**config.mk**
```make
export PLATFORM = sky130hd
export DESIGN_NAME = rtc_date_validate_bcd_encode_flat
export DESIGN_NICKNAME = d
export VERILOG_FILES = /design/src/sv/rdvb_pkg.sv /design/src/sv/rdvb_in_if.sv /design/src/sv/rdvb_out_if.sv /design/src/sv/rdvb_norm.sv /design/src/sv/rdvb_div.sv /design/src/sv/rdvb_check.sv /design/src/sv/rdvb_encode.sv /design/src/sv/rtc_date_validate_bcd_encode.sv /design/src/flat_wrapper.sv
export SDC_FILE = /design/constraint.sdc
export NUM_CORES = 1
export LEC_CHECK = 0
export BUFFER_PORTS_ARGS = -buffer_cell sky130_fd_sc_hd__buf_2
export CAP_MARGIN = 0
export CORE_UTILIZATION = 40
export DETAILED_ROUTE_END_ITERATION = 16
export PLACE_DENSITY = 0.62
export SLEW_MARGIN = 20
export SYNTH_ARGS = -nofsm -noshare
export SYNTH_HDL_FRONTEND = slang
export SYNTH_SLANG_ARGS = --single-unit
```
**constraint.sdc**
```tcl
create_clock -name i_clk -period 13.64 [get_ports i_clk]
set_clock_uncertainty 0.2 [all_clocks]
set_input_delay 0.682 -clock i_clk [delete_from_list [all_inputs] [get_ports i_clk]]
set_output_delay 0.682 -clock i_clk [all_outputs]
set_load 0.1 [all_outputs]
```
**src/sv/rdvb_pkg.sv**
```systemverilog
// Shared types, constants and helpers for the RTC date check and BCD encoder.
package rdvb_pkg;

    localparam logic [2:0] ERR_OK        = 3'd0;
    localparam logic [2:0] ERR_MONTH_DAY = 3'd1;
    localparam logic [2:0] ERR_DAY_RANGE = 3'd2;
    localparam logic [2:0] ERR_TIME      = 3'd3;
    localparam logic [2:0] ERR_YEAR      = 3'd4;

    localparam logic [7:0]  ALARM_ENABLE = 8'h80;
    localparam logic [14:0] YEAR_BASE    = 15'd1900;
    localparam logic [14:0] YEAR_MAX     = 15'd9999;
    localparam logic [4:0]  MONTH_MAX    = 5'd12;
    localparam logic [4:0]  HOUR_LIMIT   = 5'd24;
    localparam logic [5:0]  MIN_LIMIT    = 6'd60;
    localparam logic [4:0]  FEBRUARY     = 5'd2;

    // floor(y / 100) == (y * 5243) >> 19 for every y below 43699
    localparam logic [12:0] DIV100_MUL   = 13'd5243;
    localparam int          DIV100_SHIFT = 19;
    localparam logic [7:0]  CENTURY      = 8'd100;

    localparam logic [4:0] MONTH_LEN [0:12] = '{
        5'd0, 5'd31, 5'd28, 5'd31, 5'd30, 5'd31, 5'd30,
        5'd31, 5'd31, 5'd30, 5'd31, 5'd30, 5'd31
    };

    typedef struct packed {
        logic        alarm;
        logic [14:0] year;
        logic [4:0]  month;
        logic [4:0]  day;
        logic [4:0]  hour;
        logic [5:0]  minute;
        logic [5:0]  second;
        logic [4:0]  mlen;
        logic        is_feb;
        logic        err_month_day;
        logic        err_time;
        logic        err_year;
    } t_s1;

    typedef struct packed {
        t_s1        s1;
        logic [7:0] q100;
    } t_s2;

    typedef struct packed {
        logic       alarm;
        logic [2:0] err;
        logic [4:0] month;
        logic [4:0] day;
        logic [4:0] hour;
        logic [5:0] minute;
        logic [5:0] second;
        logic [6:0] q100;
        logic [6:0] r100;
    } t_s3;

    // Two-digit BCD of a value below 100; tens = (v * 205) >> 11.
    function automatic logic [7:0] bcd2(input logic [6:0] v);
        logic [14:0] prod;
        logic [3:0]  tens;
        logic [6:0]  ones;
        prod = {8'd0, v} * 15'd205;
        tens = prod[14:11];
        ones = v - 7'({3'd0, tens} * 7'd10);
        return {tens, ones[3:0]};
    endfunction

endpackage

```
**src/sv/rdvb_in_if.sv**
```systemverilog
// Input channel: one broken-down time per transaction.
interface rdvb_in_if;
    logic        valid;
    logic        ready;
    logic        opcode;
    logic [13:0] year_offset;
    logic [3:0]  month_index;
    logic [4:0]  day_of_month;
    logic [4:0]  hour_value;
    logic [5:0]  minute_value;
    logic [5:0]  second_value;

    modport source (output valid, opcode, year_offset, month_index, day_of_month,
                    hour_value, minute_value, second_value, input ready);
    modport sink   (input valid, opcode, year_offset, month_index, day_of_month,
                    hour_value, minute_value, second_value, output ready);
endinterface

```
**src/sv/rdvb_out_if.sv**
```systemverilog
// Output channel: error code and BCD register values per transaction.
interface rdvb_out_if;
    logic        valid;
    logic        ready;
    logic [2:0]  error_code;
    logic [7:0]  bcd_second;
    logic [7:0]  bcd_minute;
    logic [7:0]  bcd_hour;
    logic [7:0]  bcd_day;
    logic [7:0]  bcd_month;
    logic [15:0] bcd_year;

    modport source  (output valid, error_code, bcd_second, bcd_minute, bcd_hour,
                     bcd_day, bcd_month, bcd_year, input ready);
    modport sink    (input valid, error_code, bcd_second, bcd_minute, bcd_hour,
                     bcd_day, bcd_month, bcd_year, output ready);
    modport monitor (input valid, ready, error_code, bcd_second, bcd_minute, bcd_hour,
                     bcd_day, bcd_month, bcd_year);
endinterface

```
**src/sv/rdvb_norm.sv**
```systemverilog
// Stage 1: form full year and month, run range checks, look up month length.
module rdvb_norm import rdvb_pkg::*; (
    input  logic        i_clk,
    input  logic        i_en,
    input  logic        i_opcode,
    input  logic [13:0] i_year_offset,
    input  logic [3:0]  i_month_index,
    input  logic [4:0]  i_day_of_month,
    input  logic [4:0]  i_hour_value,
    input  logic [5:0]  i_minute_value,
    input  logic [5:0]  i_second_value,
    output t_s1         o_s1
);
    t_s1        r_s1;
    t_s1        n_s1;
    logic [3:0] mon_idx;

    always_comb begin
        n_s1.alarm  = i_opcode;
        n_s1.year   = {1'b0, i_year_offset} + YEAR_BASE;
        n_s1.month  = {1'b0, i_month_index} + 5'd1;
        n_s1.day    = i_day_of_month;
        n_s1.hour   = i_hour_value;
        n_s1.minute = i_minute_value;
        n_s1.second = i_second_value;
        // Out-of-range months read entry zero; they are flagged anyway.
        mon_idx     = (n_s1.month > MONTH_MAX) ? 4'd0 : n_s1.month[3:0];
        n_s1.mlen   = MONTH_LEN[mon_idx];
        n_s1.is_feb = (n_s1.month == FEBRUARY);
        n_s1.err_month_day = (n_s1.month > MONTH_MAX) || (i_day_of_month == 5'd0);
        n_s1.err_time = (i_hour_value >= HOUR_LIMIT) || (i_minute_value >= MIN_LIMIT) ||
                        (i_second_value >= MIN_LIMIT);
        n_s1.err_year = (n_s1.year > YEAR_MAX);
    end

    always_ff @(posedge i_clk) begin
        if (i_en) begin
            r_s1 <= n_s1;
        end
    end

    assign o_s1 = r_s1;
endmodule

```
**src/sv/rdvb_div.sv**
```systemverilog
// Stage 2: year divided by 100 through a reciprocal multiply.
module rdvb_div import rdvb_pkg::*; (
    input  logic i_clk,
    input  logic i_en,
    input  t_s1  i_s1,
    output t_s2  o_s2
);
    t_s2         r_s2;
    t_s2         n_s2;
    logic [27:0] prod;

    always_comb begin
        prod      = {13'd0, i_s1.year} * {15'd0, DIV100_MUL};
        n_s2.s1   = i_s1;
        n_s2.q100 = prod[DIV100_SHIFT+7:DIV100_SHIFT];
    end

    always_ff @(posedge i_clk) begin
        if (i_en) begin
            r_s2 <= n_s2;
        end
    end

    assign o_s2 = r_s2;
endmodule

```
**src/sv/rdvb_check.sv**
```systemverilog
// Stage 3: remainder by 100, Gregorian leap rule, day limit, error priority.
module rdvb_check import rdvb_pkg::*; (
    input  logic i_clk,
    input  logic i_en,
    input  t_s2  i_s2,
    output t_s3  o_s3
);
    t_s3         r_s3;
    t_s3         n_s3;
    logic [14:0] rem;
    logic        leap;
    logic [4:0]  lim;

    always_comb begin
        rem  = i_s2.s1.year - 15'({7'd0, i_s2.q100} * {7'd0, CENTURY});
        // Divisible by 400 means remainder zero and quotient divisible by 4.
        leap = (i_s2.s1.year[1:0] == 2'd0) &&
               ((rem[6:0] != 7'd0) || (i_s2.q100[1:0] == 2'd0));
        lim  = i_s2.s1.mlen + {4'd0, i_s2.s1.is_feb & leap};

        priority if (i_s2.s1.err_month_day) begin
            n_s3.err = ERR_MONTH_DAY;
        end else if (i_s2.s1.day > lim) begin
            n_s3.err = ERR_DAY_RANGE;
        end else if (i_s2.s1.err_time) begin
            n_s3.err = ERR_TIME;
        end else if (i_s2.s1.err_year) begin
            n_s3.err = ERR_YEAR;
        end else begin
            n_s3.err = ERR_OK;
        end

        n_s3.alarm  = i_s2.s1.alarm;
        n_s3.month  = i_s2.s1.month;
        n_s3.day    = i_s2.s1.day;
        n_s3.hour   = i_s2.s1.hour;
        n_s3.minute = i_s2.s1.minute;
        n_s3.second = i_s2.s1.second;
        n_s3.q100   = i_s2.q100[6:0];
        n_s3.r100   = rem[6:0];
    end

    always_ff @(posedge i_clk) begin
        if (i_en) begin
            r_s3 <= n_s3;
        end
    end

    assign o_s3 = r_s3;
endmodule

```
**src/sv/rdvb_encode.sv**
```systemverilog
// Stage 4: BCD conversion, alarm enable bits, zero fill on error; output register.
module rdvb_encode import rdvb_pkg::*; (
    input  logic        i_clk,
    input  logic        i_en,
    input  t_s3         i_s3,
    output logic [2:0]  o_error_code,
    output logic [7:0]  o_bcd_second,
    output logic [7:0]  o_bcd_minute,
    output logic [7:0]  o_bcd_hour,
    output logic [7:0]  o_bcd_day,
    output logic [7:0]  o_bcd_month,
    output logic [15:0] o_bcd_year
);
    logic [2:0]  r_err;
    logic [7:0]  r_sec, r_min, r_hour, r_day, r_mon;
    logic [15:0] r_year;
    logic        ok;
    logic [7:0]  flag;

    always_comb begin
        ok   = (i_s3.err == ERR_OK);
        flag = i_s3.alarm ? ALARM_ENABLE : 8'h00;
    end

    always_ff @(posedge i_clk) begin
        if (i_en) begin
            r_err <= i_s3.err;
            if (ok) begin
                r_sec  <= bcd2({1'b0, i_s3.second}) | flag;
                r_min  <= bcd2({1'b0, i_s3.minute}) | flag;
                r_hour <= bcd2({2'd0, i_s3.hour}) | flag;
                r_day  <= bcd2({2'd0, i_s3.day}) | flag;
                r_mon  <= bcd2({2'd0, i_s3.month}) | flag;
                r_year <= {bcd2(i_s3.q100), bcd2(i_s3.r100)};
            end else begin
                r_sec  <= 8'h00;
                r_min  <= 8'h00;
                r_hour <= 8'h00;
                r_day  <= 8'h00;
                r_mon  <= 8'h00;
                r_year <= 16'h0000;
            end
        end
    end

    assign o_error_code = r_err;
    assign o_bcd_second = r_sec;
    assign o_bcd_minute = r_min;
    assign o_bcd_hour   = r_hour;
    assign o_bcd_day    = r_day;
    assign o_bcd_month  = r_mon;
    assign o_bcd_year   = r_year;
endmodule

```
**src/sv/rtc_date_validate_bcd_encode.sv**
```systemverilog
// An accepted input transaction reaches its result on o_rsp through the stage registers.
// Throughput: one transaction per cycle while o_rsp.ready holds; four register stages
//   (normalize, divide by 100, check, encode), each advancing on its own enable.
// Backpressure collapses bubbles: a stage loads when it is empty or the next one moves.
// Reset (synchronous, active low) clears the stage valid bits only; data holds garbage.
module rtc_date_validate_bcd_encode import rdvb_pkg::*; (
    input  logic   i_clk,
    input  logic   i_rst_n,
    rdvb_in_if.sink    i_req,
    rdvb_out_if.source o_rsp
);
    localparam int NSTAGE = 4;

    logic [NSTAGE-1:0] r_vld;
    logic [NSTAGE-1:0] en;
    t_s1 s1;
    t_s2 s2;
    t_s3 s3;

    // Ready ripples back: a stage can take new data if it is empty or drains this cycle.
    always_comb begin
        en[NSTAGE-1] = !r_vld[NSTAGE-1] || o_rsp.ready;
        for (int k = NSTAGE - 2; k >= 0; k--) begin
            en[k] = !r_vld[k] || en[k+1];
        end
    end

    assign i_req.ready = en[0];
    assign o_rsp.valid = r_vld[NSTAGE-1];

    // Advance valid bits alongside the data registers.
    always_ff @(posedge i_clk) begin
        if (!i_rst_n) begin
            r_vld <= '0;
        end else begin
            if (en[0]) begin
                r_vld[0] <= i_req.valid;
            end
            for (int k = 1; k < NSTAGE; k++) begin
                if (en[k]) begin
                    r_vld[k] <= r_vld[k-1];
                end
            end
        end
    end

    // Full year, one-based month, range flags and month length.
    rdvb_norm u_norm (
        .i_clk          (i_clk),
        .i_en           (en[0]),
        .i_opcode       (i_req.opcode),
        .i_year_offset  (i_req.year_offset),
        .i_month_index  (i_req.month_index),
        .i_day_of_month (i_req.day_of_month),
        .i_hour_value   (i_req.hour_value),
        .i_minute_value (i_req.minute_value),
        .i_second_value (i_req.second_value),
        .o_s1           (s1)
    );

    // Century quotient for the leap rule and the upper BCD year digits.
    rdvb_div u_div (
        .i_clk (i_clk),
        .i_en  (en[1]),
        .i_s1  (s1),
        .o_s2  (s2)
    );

    // Leap year, day limit, and the first failing check.
    rdvb_check u_check (
        .i_clk (i_clk),
        .i_en  (en[2]),
        .i_s2  (s2),
        .o_s3  (s3)
    );

    // Packed BCD with alarm enable bits; zeroed when any check failed.
    rdvb_encode u_encode (
        .i_clk        (i_clk),
        .i_en         (en[3]),
        .i_s3         (s3),
        .o_error_code (o_rsp.error_code),
        .o_bcd_second (o_rsp.bcd_second),
        .o_bcd_minute (o_rsp.bcd_minute),
        .o_bcd_hour   (o_rsp.bcd_hour),
        .o_bcd_day    (o_rsp.bcd_day),
        .o_bcd_month  (o_rsp.bcd_month),
        .o_bcd_year   (o_rsp.bcd_year)
    );
endmodule

```
**src/flat_wrapper.sv**
```systemverilog
// flat-port wrapper written by rule: the top's interface ports become plain ports
module rtc_date_validate_bcd_encode_flat import rdvb_pkg::*;
  (i_clk, i_rst_n, i_req_valid, i_req_opcode, i_req_year_offset, i_req_month_index, i_req_day_of_month, i_req_hour_value, i_req_minute_value, i_req_second_value, i_req_ready, o_rsp_valid, o_rsp_error_code, o_rsp_bcd_second, o_rsp_bcd_minute, o_rsp_bcd_hour, o_rsp_bcd_day, o_rsp_bcd_month, o_rsp_bcd_year, o_rsp_ready);
  rdvb_in_if i_req_i ();
  rdvb_out_if o_rsp_i ();
  input  logic i_clk;
  input  logic i_rst_n;
  input wire logic [$bits(i_req_i.valid)-1:0] i_req_valid;
  input wire logic [$bits(i_req_i.opcode)-1:0] i_req_opcode;
  input wire logic [$bits(i_req_i.year_offset)-1:0] i_req_year_offset;
  input wire logic [$bits(i_req_i.month_index)-1:0] i_req_month_index;
  input wire logic [$bits(i_req_i.day_of_month)-1:0] i_req_day_of_month;
  input wire logic [$bits(i_req_i.hour_value)-1:0] i_req_hour_value;
  input wire logic [$bits(i_req_i.minute_value)-1:0] i_req_minute_value;
  input wire logic [$bits(i_req_i.second_value)-1:0] i_req_second_value;
  output wire logic [$bits(i_req_i.ready)-1:0] i_req_ready;
  output wire logic [$bits(o_rsp_i.valid)-1:0] o_rsp_valid;
  output wire logic [$bits(o_rsp_i.error_code)-1:0] o_rsp_error_code;
  output wire logic [$bits(o_rsp_i.bcd_second)-1:0] o_rsp_bcd_second;
  output wire logic [$bits(o_rsp_i.bcd_minute)-1:0] o_rsp_bcd_minute;
  output wire logic [$bits(o_rsp_i.bcd_hour)-1:0] o_rsp_bcd_hour;
  output wire logic [$bits(o_rsp_i.bcd_day)-1:0] o_rsp_bcd_day;
  output wire logic [$bits(o_rsp_i.bcd_month)-1:0] o_rsp_bcd_month;
  output wire logic [$bits(o_rsp_i.bcd_year)-1:0] o_rsp_bcd_year;
  input wire logic [$bits(o_rsp_i.ready)-1:0] o_rsp_ready;
  assign i_req_i.valid = i_req_valid;
  assign i_req_i.opcode = i_req_opcode;
  assign i_req_i.year_offset = i_req_year_offset;
  assign i_req_i.month_index = i_req_month_index;
  assign i_req_i.day_of_month = i_req_day_of_month;
  assign i_req_i.hour_value = i_req_hour_value;
  assign i_req_i.minute_value = i_req_minute_value;
  assign i_req_i.second_value = i_req_second_value;
  assign i_req_ready = i_req_i.ready;
  assign o_rsp_valid = o_rsp_i.valid;
  assign o_rsp_error_code = o_rsp_i.error_code;
  assign o_rsp_bcd_second = o_rsp_i.bcd_second;
  assign o_rsp_bcd_minute = o_rsp_i.bcd_minute;
  assign o_rsp_bcd_hour = o_rsp_i.bcd_hour;
  assign o_rsp_bcd_day = o_rsp_i.bcd_day;
  assign o_rsp_bcd_month = o_rsp_i.bcd_month;
  assign o_rsp_bcd_year = o_rsp_i.bcd_year;
  assign o_rsp_i.ready = o_rsp_ready;
  rtc_date_validate_bcd_encode u_core (.i_clk(i_clk), .i_rst_n(i_rst_n), .i_req(i_req_i), .o_rsp(o_rsp_i));
endmodule
```
==> results of run 1 <==
critical path: cells and delay by family, from the launching register on:
family,cells,cell delay (ps)
fa+ha+maj,7,2430
simple gates,4,690
compound gates,4,660
xor+xnor,2,630
flops,1,460
buf+inv,3,140
mux,1,140
logic make-up (layout without fill, tap and decap cells):
| family | after synthesis | after routing |
|---|---|---|
| other cells | 1 | 3 |
| compound gates | 166 | 166 |
| buf+inv | 278 | 403 |
| mux | 4 | 4 |
| simple gates | 205 | 205 |
| xor+xnor | 57 | 57 |
| flops | 200 | 200 |
| fa+ha+maj | 411 | 411 |
flip-flops by register name, indices dropped and copies added, names as in the netlist:
name,count
u_core.r_vld,4
u_core.u_check.o_s3,45
u_core.u_div.o_s2,49
u_core.u_encode.o_bcd_day,6
u_core.u_encode.o_bcd_hour,6
u_core.u_encode.o_bcd_minute,7
u_core.u_encode.o_bcd_month,7
u_core.u_encode.o_bcd_second,7
u_core.u_encode.o_bcd_year,16
u_core.u_encode.o_error_code,3
u_core.u_norm.o_s1,50
cell usage after synthesis (20+ instances only):
master,count,area [µm²]
ha_1,301,3770
inv_1,264,991
edfxtp_1,196,5890
fa_1,110,2200
nor2_1,58,218
a21oi_1,41,205
xnor2_1,41,359
nand2_1,26,97.6
a21o_1,22,165
o21ai_0,21,105
nand3_1,20,100
metal layers:
metal	vias up	global-route usage [%]	part of all wire, %
met5	-	0	0
met4	0	2.97	0.89
met3	17	2.35	3.2
met2	144	27.0	49
met1	4715	19.6	46
li1	4820	-	-
layout make-up:
| cell class | count | area (µm²) |
|---|---|---|
| fill | 3528 | 21300 |
| multi-input combinational | 846 | 8830 |
| sequential | 200 | 5970 |
| inverter | 264 | 991 |
| tap | 518 | 648 |
| timing repair buffer | 107 | 548 |
| clock buffer | 18 | 429 |
| clock inverter | 14 | 133 |
stage by stage:
stage | utilization, % | instances | hold slack (ps) | instance area, µm² | setup slack (ps)
2_1_floorplan | - | 1324 | 200 | 15800 | 8610
3_3_place_gp | 43.7 | 1935 | 201 | 17000 | 8380
3_5_place_dp | 43.7 | 1935 | 205 | 17000 | 8180
4_1_cts | 45.2 | 1967 | 192 | 17500 | 8150
5_1_grt | 45.2 | 1967 | 189 | 17500 | 7780
6_report | 45.2 | 1967 | 214 | 17500 | 8130
worst paths after layout:
kind	end	slack (ps)	depth (start not counted)	startpoint
worst max-delay path	u_core.u_encode.o_bcd_year[3]	8130	21	u_core.u_check.o_s3[4]
worst min-delay path	u_core.u_norm.o_s1[23]	210	1	i_req_hour_value[2]
worst max register to register	u_core.u_encode.o_bcd_year[3]	8130	21	u_core.u_check.o_s3[4]
worst min register to register	u_core.u_check.o_s3[22]	220	0	u_core.u_div.o_s2[25]
==> flow_summary.ini, run 1 <==
[timing]
slew_headroom_pct = 51.2
fin_crit_sh_pct = 40.4
hold_viol = 0
period_minus_slack_ps = 5510
tns_ps = 0
setup_viol = 0
rsz0062_at_grt = false
max_freq_mhz = 181
tightest_slew_ps = 732
slew_violations = 0

[critical_path]
crit_chain = ha_1 -> ha_1 -> fa_1 -> inv_1 -> fa_1 -> inv_1 -> ha_1 -> a21oi_1 -> a211o_1 -> nand2_1 -> a21oi_1 -> xnor2_1 -> ha_1 -> inv_1 -> fa_1 -> xnor2_1 -> nor3b_1 -> o21ai_0 -> nand4_1 -> or3_1 -> mux2i_1
cp_slowest_cell = fa_1
worstPathMaxFanout = 8
path_class = reg2reg
critPathMaxStageDelay_ps = 510
end_kind = flop
path_common_cell = ha_1
crit_required_ps = 13720
arrival_ps = 5590
cp-start-kind = flop

[synth]
synth-seq-cells = 200
synth_xor_area_share_pct = 3.33
ys.warnings.count = 0
synthAdderAreaFrac_pct = 37.7
syn_avg_cell_area_um2 = 12.0
yosys.area_share.simple_pct = 6.75
synth_edf_count = 196
syn_area_mm2 = 0.0158
synth_top_family_by_area = adder cells
synthFlopType = edfxtp_1
async_flop_share_pct = 0
synthMuxAreaShare_pct = 0.253
synth.distinct_cells = 60
synth-compound-area-share_pct = 7.55
synth_cells = 1322
seq_area_frac_synth_pct = 37.7

[drt]
wirelength_um = 29200
drc = 0
via_count = 9696
ant_nets = 0
drt_iter0_drc = 338
vias_per_cell = 4.93
wl_per_cell_um = 14.8
dr.pass1.iters = 4

[floorplanning]
start_util_pct = 40.8
die_area_mm2 = 0.0404
core_area_mm2 = 0.0388
rows = 72
ioPinCount = 106
die_x_um = 201
die_h_um = 201

[cts]
postCtsSetupRepairBufs = 0
clkLatencyLatePin_ps = 440
cts-hold-fix-buffers = 0
ctsResizeCount = 0
htreeDepth = 4
root_buffer = clkbuf_16
cts_sinks = 200
clock_path_buffers = 2
cts_tree = done
clkSlewWorstSetupHoldPaths_ps = 80
cts_buffers = 17

[flow_run]
max_cap_viol_count = 0

[grt]
grt_max_degree = 53
grt_pass1_wl_um = 49200
grtUsageTotal_pct = 15.2
grt_pass1_vias = 10200
grt_overflow_total = 0
antenna_found_initial = 0

[finish]
layout_commonest_cell = ha_1
synthToLayoutAreaGrowth_pct = 10.7
nets = 1892
drive_gt1_share_pct = 11.2
layout_common_cells = ha_1 (301), inv_1 (262), edfxtp_1 (196)
num_antenna_cells = 0

[placement]
io_buffers = 102
globalplace.congestion = 0.865
dp_hpwl_um = 24100

[hold_path]
hp-class = in2reg

[outcome]
status = finished, final reports clean
Power of run 1 is left out: the tool's default activity adds up to more than one toggle a clock period on the data nets, which glitch-free logic cannot reach.
==> run 2, diff against run 1 <==
--- a/config.mk
+++ b/config.mk
@@ -5,6 +5,7 @@
 export SDC_FILE = /design/constraint.sdc
 export NUM_CORES = 1
 export LEC_CHECK = 0
+export ABC_AREA = 1
 export BUFFER_PORTS_ARGS = -buffer_cell sky130_fd_sc_hd__buf_2
 export CAP_MARGIN = 0
 export CORE_UTILIZATION = 40
==> constraint.sdc (replaced) <==
create_clock -name i_clk -period 5.73 [get_ports i_clk]
set_clock_uncertainty 0.2 [all_clocks]
set_input_delay 0.2865 -clock i_clk [delete_from_list [all_inputs] [get_ports i_clk]]
set_output_delay 0.2865 -clock i_clk [all_outputs]
set_load 0.1 [all_outputs]
==> flow_summary.ini, run 2 <==
[synth]
synth_most_common_cell = inv_1
seq_area_frac_synth_pct = 36.3
yosysTopAreaCellShare_pct = 35.8
synth_cells = 1628
synth_top_family_by_area = adder cells
syn_area_mm2 = 0.0164
synth.distinct_cells = 40
ys.warnings.count = 0
synth_area_leaders = edfxtp_1 (36%), ha_1 (23%), fa_1 (13%), inv_1 (8.2%), nand2_1 (5.9%)
synthFlopType = edfxtp_1
yosysTopAreaCell = edfxtp_1
synth-compound-area-share_pct = 3.76
yosys.area_share.simple_pct = 12.7
syn_avg_cell_area_um2 = 10.1
synthMuxAreaShare_pct = 0
ys_top_cells_by_count = inv_1 (361), ha_1 (301), nand2_1 (258), edfxtp_1 (196), nor2_1 (116)
synth_edf_count = 196
async_flop_share_pct = 0
synth_xor_area_share_pct = 2.23
synth-seq-cells = 200
synthAdderAreaFrac_pct = 36.3

[finish]
nets = 2233
num_antenna_cells = 0
synthToLayoutAreaGrowth_pct = 12.4
layout_common_cells = inv_1 (358), ha_1 (301), nand2_1 (257)
largest_register_ffs = 50
layout_commonest_cell = inv_1
num-fill-cells = 3728
drive_gt1_share_pct = 9.56

[critical_path]
cp-start-kind = flop
crit_required_ps = 5710
cp_slowest_cell = edfxtp_1
critPathMaxStageDelay_ps = 580
path_class = reg2reg
arrival_ps = 4700
end_kind = flop
path_common_cell = fa_1
worstPathMaxFanout = 7
crit_chain = fa_1 -> ha_1 -> inv_1 -> fa_1 -> inv_1 -> fa_1 -> fa_1 -> ha_1 -> a21oi_1 -> o21ai_0 -> a21oi_1 -> nand3_1 -> xor2_1

[drt]
wirelength_um = 31800
vias_per_cell = 4.72
via_count = 10900
drt_iter0_drc = 410
dr.pass1.iters = 5
ant_nets = 0
drc = 0
wl_per_cell_um = 13.7

[cts]
postCtsSetupRepairBufs = 0
root_buffer = clkbuf_16
cts_sinks = 200
clock_path_buffers = 2
cts_tree = done
htreeDepth = 4
clkSlewWorstSetupHoldPaths_ps = 70
ctsResizeCount = 0
cts-hold-fix-buffers = 32
clkLatencyLatePin_ps = 450
cts_buffers = 17

[timing]
period_minus_slack_ps = 4720
tightest_slew_ps = 730
slew_headroom_pct = 51.4
fin_crit_sh_pct = 82.4
rsz0062_at_grt = false
tns_ps = 0
worst_slack_ps = 1010
max_freq_mhz = 212
hold_viol = 0
slew_violations = 0
setup_viol = 0

[grt]
grt_overflow_total = 0
antenna_found_initial = 0
grt_max_degree = 55
grt_pass1_wl_um = 52600
grt_pass1_vias = 11100
grtUsageTotal_pct = 15.8

[floorplanning]
die_h_um = 205
start_util_pct = 41.0
die_area_mm2 = 0.0419
die_x_um = 205
rows = 73
core_area_mm2 = 0.0401
ioPinCount = 106

[placement]
place_ws_ps = 1010
io_buffers = 102
globalplace.congestion = 0.870
dp_hpwl_um = 25800

[flow_run]
max_cap_viol_count = 0

[hold_path]
hp-class = in2reg

[outcome]
status = finished, final reports clean
-- run 2: final timing paths --
kind	to	slack, ps	cells past startpoint	start
min reg2reg	u_core.u_check.o_s3[23]	220	0	u_core.u_div.o_s2[26]
max	u_core.u_div.o_s2[6]	1010	13	u_core.u_norm.o_s1[48]
max reg2reg	u_core.u_div.o_s2[6]	1010	13	u_core.u_norm.o_s1[48]
min	u_core.u_norm.o_s1[41]	20	2	i_req_year_offset[5]
-- run 2: cells by family (layout without fill, tap and decap cells) --
| logic type | Yosys count | after routing |
|---|---|---|
| other cells | 1 | 3 |
| simple gates | 491 | 491 |
| xor+xnor | 41 | 41 |
| flops | 200 | 200 |
| buf+inv | 375 | 534 |
| compound gates | 109 | 109 |
| fa+ha+maj | 411 | 411 |
-- run 2: stage by stage --
| stage | std cells | hold slack, ps | utilization, % | instance area (µm²) |
|---|---|---|---|---|
| finish | 2314 | 20.9 | 46.1 | 18500 |
| global route | 2314 | 16.6 | 46.1 | 18500 |
| CTS | 2314 | 0.616 | 46.1 | 18500 |
| detailed placement | 2251 | 205 | 43.9 | 17600 |
| global placement | 2251 | 201 | 43.9 | 17600 |
| floorplan | 1630 | 185 | - | 16500 |
-- run 2: area by class of cell --
type                            count  area [µm²]  area share (%)
Multi-Input combinational cell   1055        9060            49.0
Sequential cell                   200        5970            32.3
Clock buffer                       19         433            2.34
Timing Repair Buffer              140         876            4.74
Tap cell                          525         657            3.55
Inverter                          363        1360            7.37
Clock inverter                     12         130           0.704
-- run 2: per-layer routing --
| metal | up-vias | global-route usage [%] | wire, µm | part of all wire [%] |
|---|---|---|---|---|
| li1 | 5578 | - | - | - |
| met1 | 5149 | 19.8 | 14600 | 46 |
| met2 | 161 | 27.9 | 15600 | 49 |
| met3 | 37 | 2.66 | 936 | 2.9 |
| met4 | 0 | 4.45 | 599 | 1.9 |
| met5 | - | 0 | 0 | 0 |
-- run 2: critical path, delay by kind of cell (launching register included) --
kind | cells | cell delay, ps
adders and majority gates | 6 | 2650
AOI/OAI and AO/OA | 3 | 660
DFF | 1 | 580
xor gates and xnor gates | 1 | 140
and+or+nand+nor | 1 | 110
buffers and inverters | 2 | 90
Power of run 2 is left out for the same reason.
